$ cat config.mk
export PLATFORM = sky130hd
export DESIGN_NAME = single_to_half_float_convert
export DESIGN_NICKNAME = d
export VERILOG_FILES = /design/src/s2h_pkg.sv /design/src/s2h_core.sv /design/src/single_to_half_float_convert.sv
export SDC_FILE = /design/constraint.sdc
export NUM_CORES = 1
export LEC_CHECK = 0
export BUFFER_PORTS_ARGS = -buffer_cell sky130_fd_sc_hd__clkbuf_2
export CORE_MARGIN = 2
export CORE_UTILIZATION = 59
export CTS_BUF_LIST = sky130_fd_sc_hd__clkbuf_4 sky130_fd_sc_hd__clkbuf_8 sky130_fd_sc_hd__clkbuf_16
export CTS_CLUSTER_SIZE = 16
export DETAILED_ROUTE_END_ITERATION = 6
export GPL_ROUTABILITY_DRIVEN = 0
export PLACE_DENSITY = 0.82
export SYNTH_ARGS = -nofsm -noshare
export SYNTH_HDL_FRONTEND = slang
export SYNTH_SLANG_ARGS = --single-unit
export TNS_END_PERCENT = 10
$ cat constraint.sdc
create_clock -name i_clk -period 8.2 [get_ports i_clk]
set_input_delay 0.82 -clock i_clk [delete_from_list [all_inputs] [get_ports i_clk]]
set_output_delay 0.82 -clock i_clk [all_outputs]
set_load 0.05 [all_outputs]
$ cat src/s2h_pkg.sv
// Package with constants and types for the single to half converter.
`default_nettype none
package s2h_pkg;
    localparam int unsigned SingleW = 32;
    localparam int unsigned HalfW = 16;
    localparam int unsigned ModeW = 2;
    localparam int unsigned CfgIdxW = 1;
    localparam int unsigned CfgDataW = 2;

    localparam logic [CfgIdxW-1:0] CfgRoundingMode = 1'b0;
    localparam logic [CfgIdxW-1:0] CfgTininess = 1'b1;

    localparam logic [ModeW-1:0] RmNearestEven = 2'd0;
    localparam logic [ModeW-1:0] RmTowardZero = 2'd1;
    localparam logic [ModeW-1:0] RmUp = 2'd2;
    localparam logic [ModeW-1:0] RmDown = 2'd3;

    localparam logic [8:0] ExpRebias = 9'h071;
    localparam logic [15:0] ImplicitOne = 16'h4000;
    localparam logic [8:0] MaxNormalExp = 9'h01D;
    localparam logic [4:0] HalfExpOnes = 5'h1F;
    localparam logic [3:0] GuardMask = 4'hF;
    localparam logic [3:0] GuardHalf = 4'h8;

    typedef struct packed {
        logic [HalfW-1:0] half_value;
        logic invalid;
        logic overflow;
        logic underflow;
        logic inexact;
    } t_result;

    typedef struct packed {
        logic [ModeW-1:0] mode;
        logic tiny_before;
    } t_cfg;
endpackage
`default_nettype wire

$ cat src/s2h_core.sv
// Combinational conversion of one binary32 word to binary16 with exception flags.
`default_nettype none
module s2h_core (
    input  wire logic [31:0]          i_single,
    input  wire s2h_pkg::t_cfg        i_cfg,
    output s2h_pkg::t_result          o_result
);
    logic        sign;
    logic [7:0]  e;
    logic [22:0] f;
    logic [15:0] sig0;
    logic [15:0] sig;
    logic [15:0] incr;
    logic [8:0]  ex;
    logic        nonzero;
    logic [16:0] sum0;
    logic [16:0] sum1;
    logic [8:0]  nshift;
    logic [15:0] shifted;
    logic [15:0] lost_mask;
    logic        tiny;
    logic [3:0]  guard;
    logic [11:0] frac;
    logic        big;
    logic        subn;

    always_comb begin
        sign = i_single[31];
        e = i_single[30:23];
        f = i_single[22:0];
        sig0 = {2'b00, f[22:9]} | {15'd0, |f[8:0]};
        nonzero = (e != 8'd0) || (sig0 != 16'd0);
        sig = nonzero ? (sig0 | s2h_pkg::ImplicitOne) : sig0;
        ex = nonzero ? ({1'b0, e} - s2h_pkg::ExpRebias) : 9'd0;
        case (i_cfg.mode)
            s2h_pkg::RmNearestEven: incr = {12'd0, s2h_pkg::GuardHalf};
            s2h_pkg::RmTowardZero:  incr = 16'd0;
            s2h_pkg::RmUp:          incr = sign ? 16'd0 : {12'd0, s2h_pkg::GuardMask};
            s2h_pkg::RmDown:        incr = sign ? {12'd0, s2h_pkg::GuardMask} : 16'd0;
            default:                incr = 16'd0;
        endcase
        sum0 = {1'b0, sig} + {1'b0, incr};
        big = !ex[8] && ((ex > s2h_pkg::MaxNormalExp) ||
              ((ex == s2h_pkg::MaxNormalExp) && sum0[15]));
        subn = ex[8];
        nshift = -ex;
        tiny = i_cfg.tiny_before || (subn && (nshift > 9'd1)) || !sum0[15];
        lost_mask = 16'd0;
        if (nshift >= 9'd16) begin
            shifted = {15'd0, sig != 16'd0};
        end else begin
            lost_mask = ~(16'hFFFF << nshift[3:0]);
            shifted = (sig >> nshift[3:0]) | {15'd0, (sig & lost_mask) != 16'd0};
        end
        if (!subn) begin
            shifted = sig;
        end
        guard = shifted[3:0];
        sum1 = {1'b0, shifted} + {1'b0, incr};
        frac = sum1[15:4];
        if ((i_cfg.mode == s2h_pkg::RmNearestEven) && (guard == s2h_pkg::GuardHalf)) begin
            frac[0] = 1'b0;
        end
        o_result = '0;
        if (e == 8'hFF) begin
            if (f != 23'd0) begin
                o_result.invalid = !f[22];
                o_result.half_value = {sign, s2h_pkg::HalfExpOnes, 1'b1, f[21:13]};
            end else begin
                o_result.half_value = {sign, s2h_pkg::HalfExpOnes, 10'd0};
            end
        end else if (big) begin
            o_result.overflow = 1'b1;
            o_result.inexact = 1'b1;
            o_result.half_value = {sign, 15'd0} | ((incr == 16'd0) ? 16'h7BFF : 16'h7C00);
        end else begin
            o_result.inexact = guard != 4'd0;
            o_result.underflow = subn && tiny && (guard != 4'd0);
            o_result.half_value = {sign, 15'd0} + {1'b0, (subn ? 5'd0 : ex[4:0]), 10'd0}
                                  + {4'd0, frac};
        end
    end
endmodule
`default_nettype wire

$ cat src/single_to_half_float_convert.sv
// Top level of the single to half precision converter with registered input and output.
// Usage: a binary32 request on i_single_value is taken when i_valid and o_ready are high.
// The word is first held in an input register, converted by one short combinational
// stage, and the result lands in the output register with its four flags.
// o_valid rises once an accepted request has moved from the input register into the
// output register. Throughput is one request per cycle while i_ready is high: the
// input register refills whenever the output register is free or is being read in
// the same cycle, so a new request can be taken every cycle.
// When the receiver holds i_ready low, the output keeps its result and the input
// register holds one more request; o_ready falls only while both are full.
// The configuration channel writes the rounding mode (index 0) and the tininess
// rule (index 1); it is always ready and must only be used while the block is idle.
// Reset clears both valid bits, the rounding mode to nearest even and the tininess
// rule to after rounding.
`default_nettype none
module single_to_half_float_convert (
    input  wire logic                          i_clk,
    input  wire logic                          i_rst_n,
    input  wire logic                          i_valid,
    output logic                               o_ready,
    input  wire logic [s2h_pkg::SingleW-1:0]   i_single_value,
    output logic                               o_valid,
    input  wire logic                          i_ready,
    output logic [s2h_pkg::HalfW-1:0]          o_half_value,
    output logic                               o_flag_invalid,
    output logic                               o_flag_overflow,
    output logic                               o_flag_underflow,
    output logic                               o_flag_inexact,
    input  wire logic                          i_cfg_valid,
    output logic                               o_cfg_ready,
    input  wire logic [s2h_pkg::CfgIdxW-1:0]   i_cfg_index,
    input  wire logic [s2h_pkg::CfgDataW-1:0]  i_cfg_data
);
    logic              r_in_valid;
    logic [31:0]       r_in_data;
    logic              r_out_valid;
    s2h_pkg::t_result  r_out;
    s2h_pkg::t_cfg     r_cfg;
    s2h_pkg::t_result  w_res;
    logic              w_move;

    assign w_move = r_in_valid && (!r_out_valid || i_ready);
    assign o_ready = !r_in_valid || w_move;
    assign o_cfg_ready = 1'b1;

    s2h_core u_core (
        .i_single(r_in_data),
        .i_cfg(r_cfg),
        .o_result(w_res)
    );

    always_ff @(posedge i_clk) begin
        if (!i_rst_n) begin
            r_in_valid <= 1'b0;
            r_out_valid <= 1'b0;
            r_cfg <= '0;
        end else begin
            if (i_cfg_valid) begin
                case (i_cfg_index)
                    s2h_pkg::CfgRoundingMode: r_cfg.mode <= i_cfg_data;
                    s2h_pkg::CfgTininess:     r_cfg.tiny_before <= i_cfg_data[0];
                    default:                  r_cfg <= r_cfg;
                endcase
            end
            if (o_ready) begin
                r_in_valid <= i_valid;
            end
            if (w_move) begin
                r_out_valid <= 1'b1;
            end else if (i_ready) begin
                r_out_valid <= 1'b0;
            end
        end
    end

    always_ff @(posedge i_clk) begin
        if (o_ready && i_valid) begin
            r_in_data <= i_single_value;
        end
        if (w_move) begin
            r_out <= w_res;
        end
    end

    assign o_valid = r_out_valid;
    assign o_half_value = r_out.half_value;
    assign o_flag_invalid = r_out.invalid;
    assign o_flag_overflow = r_out.overflow;
    assign o_flag_underflow = r_out.underflow;
    assign o_flag_inexact = r_out.inexact;
endmodule
`default_nettype wire

==> flow_summary_export.csv <==
group,metric,value,unit
critical_path,cp-start-kind,"register",
synth,synth_edf_count,52,
floorplanning,initial_utilization,0.614,
synth,ys_seq_area_frac,0.371,
global_route,grt_pass1_vias,3810,
outcome,failed_checks,"DRC",
detailed_routing,dr.pass1.iters,7,
cells_and_area,final_cell_mix,"clkbuf_2 (61), edfxtp_1 (52), nand2_1 (39)",
synth,synth.distinct_cells,91,
cells_and_area,finalNonFillerCells,611,
placed_design,hpwlAfterDp,8.32,mm
cells_and_area,final_common_cell,"clkbuf_2",
synth,muxShareOfSynthArea,0.0459,
cells_and_area,antenna_cells,0,
detailed_routing,drcViolationCount,19,
timing,final_max_slew_viol_count,0,
cts,clk_latency,0.35,ns
timing,worst_pin_slew,1.31,ns
synth,synth.avg_cell_area,9.73,µm²
min_path,hold_depth,2,
placed_design,portBuffers,61,
timing,hold_viol_final,0,
synth,synthTopCellsByArea,"edfxtp_1 (35%), ha_1 (4.8%), nand2_1 (3.3%)",
synth,synth_adder_area_share,0.0520,
critical_path,rr_worst_depth,27,
floorplanning,core,7290,µm²
global_route,grt_antenna_before_repair,0,
cts,cts_buffer_depth,2,
timing,fin_crit_sh,0.873,
synth,syn_nets,518,
placed_design,placed_cells,595,
timing,rsz0062_at_grt,"false",
synth,synthFlopType,"edfxtp_1",
detailed_routing,wirelength,11.3,mm
cells_and_area,seqCellArea,1660,µm²
synth,synth_top_area_share,0.349,
run,drv_cap,0,
detailed_routing,drtAntennaViolNets,0,
timing,finalSetupViolCount,0,
global_route,grt_busiest_layer,"met2",
cts,clk_pin_slew,0.07,ns
cts,htree_levels,3,
synth,ys_ff_latch,57,
global_route,met2_usage,0.432,
critical_path,crit_required,8.28,ns
timing,setup_slack,1.04,ns
detailed_routing,vias_per_cell,6.82,
synth,yosysWarnings,0,
timing,relSlewSlack,0.126,
floorplanning,die_area,8300,µm²
global_route,grt_max_degree,33,
timing,tns,0,ns
cts,root_buffer,"clkbuf_8",
min_path,hold_class,"reg -> reg",
power_and_ir_drop,finalPower,0.801,mW
floorplanning,chipWidth,91.1,µm
global_route,grt_pass1_wl,18.4,mm
timing,skew,0.0138,ns
cells_and_area,area_delta_synth_final,10.8,%
cts,post_cts_resized,0,
global_route,grt_use_met1,0.358,
timing,period_needed,7.16,ns
synth,synth-compound-area-share,0.242,
floorplanning,rows,31,
cells_and_area,drive_above_1_share,0.229,
floorplanning,die_h,91.1,µm
global_route,grt-ovfl-total,0,
synth,synth-xor-area-share,0.0372,
global_route,track_usage,0.279,
cells_and_area,layout.nets,565,
critical_path,worstPathArrival,7.24,ns
power_and_ir_drop,p_per_area,162,nW/µm²
cts,clock_sinks,57,
outcome,outcome,"complete, but fails checks",
synth,ys_async_sr_fraction,0,
synth,syn_inst,460,
timing,timing.fmax,140,MHz
synth,synth_top_family_by_area,"compound AO/OA/AOI/OAI gates",
power_and_ir_drop,p_leak,1.87,nW
placed_design,pre_cts_ws,1.18,ns
critical_path,criticalPathCategory,"reg -> reg",
critical_path,cp_max_fo,14,
synth,synth_top_area_cell,"edfxtp_1",
synth,syn_area,4470,µm²
global_route,met3_usage,0.0772,
floorplanning,num_io_pins,63,
cts,cts_setup_buffers,0,
detailed_routing,vias,4168,
cells_and_area,multi_input_area,2610,µm²
synth,synthSimpleGateAreaFrac,0.204,
cells_and_area,fillers,600,
cts,ctsHoldBuffers,0,
critical_path,rrSetupSlack,1.04,ns
cells_and_area,post-route-util,0.680,
critical_path,worst_setup_path_end_kind,"register",
cts,cts_buffers,9,
power_and_ir_drop,ir_drop,140,µV
detailed_routing,drtIter0Drc,528,
cts,cts_tree,"built",
detailed_routing,wl_per_cell,18.5,µm
==> layout make-up <==
class | instances | share of cell area
Clock buffer | 10 | 0.0265
Inverter | 10 | 0.00808
Timing Repair Buffer | 68 | 0.0722
Tap cell | 99 | 0.0250
Multi-Input combinational cell | 361 | 0.526
Sequential cell | 57 | 0.335
Clock inverter | 6 | 0.00707
==> critical path, cell delays in order, from the launching register on <==
cell and delay [ns]:
edfxtp_1 0.38, inv_1 0.30, ha_1 0.21, nor4b_1 0.38
nand2_1 0.39, nor3_2 0.61, nor2_1 0.15, ha_1 0.51
buf_4 0.28, nand2_1 0.11, o21ai_0 0.10, mux2_1 0.32
mux2i_1 0.22, o221ai_1 0.17, a22o_1 0.25, ha_1 0.30
o21a_1 0.12, o211ai_1 0.08, a21oi_1 0.22, o31ai_4 0.13
a21oi_2 0.25, and4_1 0.27, xor2_1 0.08, ha_1 0.23
fa_1 0.45, nand3b_1 0.12, xor2_1 0.16, o21ai_0 0.09
==> power breakdown <==
group	internal (mW)	switching (mW)	leakage, nW
sequential	0.338	0.0208	0.537
clock	0.110	0.112	0.0852
combinational	0.0782	0.141	1.25
==> logic make-up after synthesis <==
kind of cell,after synthesis
AOI/OAI and AO/OA,142
xor gates and xnor gates,19
adders and majority gates,18
buffers and inverters,42
DFF,57
muxes,14
other,1
and+or+nand+nor,167
==> state kept, by name, indices dropped and copies added, names as in the netlist <==
signal            flops
o_flag_underflow      1
o_valid               1
o_half_value         16
o_flag_invalid        1
o_flag_inexact        1
r_in_data            32
r_in_valid            1
o_flag_overflow       1
r_cfg                 3
==> worst paths after layout <==
| path | startpoint | endpoint |
|---|---|---|
| worst max-delay path | r_in_data[23] | o_half_value[14] |
| worst min-delay path | r_cfg[2] | r_cfg[2] |
| worst max register to register | r_in_data[23] | o_half_value[14] |
| worst min register to register | r_cfg[2] | r_cfg[2] |
==> synthesized netlist by cell type (all sizes together) (10+ instances only) <==
library cell  instances
buf                  24
inv                  10
nor3                 18
nor2                 34
o21ai                20
o31ai                12
ha                   17
a21oi                28
edfxtp               52
xnor2                10
nand2                41
nand3                16
==> through the flow <==
| stage | instance area [µm²] | hold slack, ns |
|---|---|---|
| after floorplan | 4470 | 0.444 |
| after global placement | 4790 | 0.485 |
| after detailed placement | 4790 | 0.498 |
| after CTS | 4960 | 0.513 |
| after global routing | 4960 | 0.536 |
| final | 4960 | 0.514 |
==> metal layers <==
metal  vias to the layer above  wire length, µm
met4                         0              545
li1                       1881                -
met3                        76             1300
met1                      1922             4460
met2                       289             5020
met5                         -                0
Power figures use the tool's default switching activity.
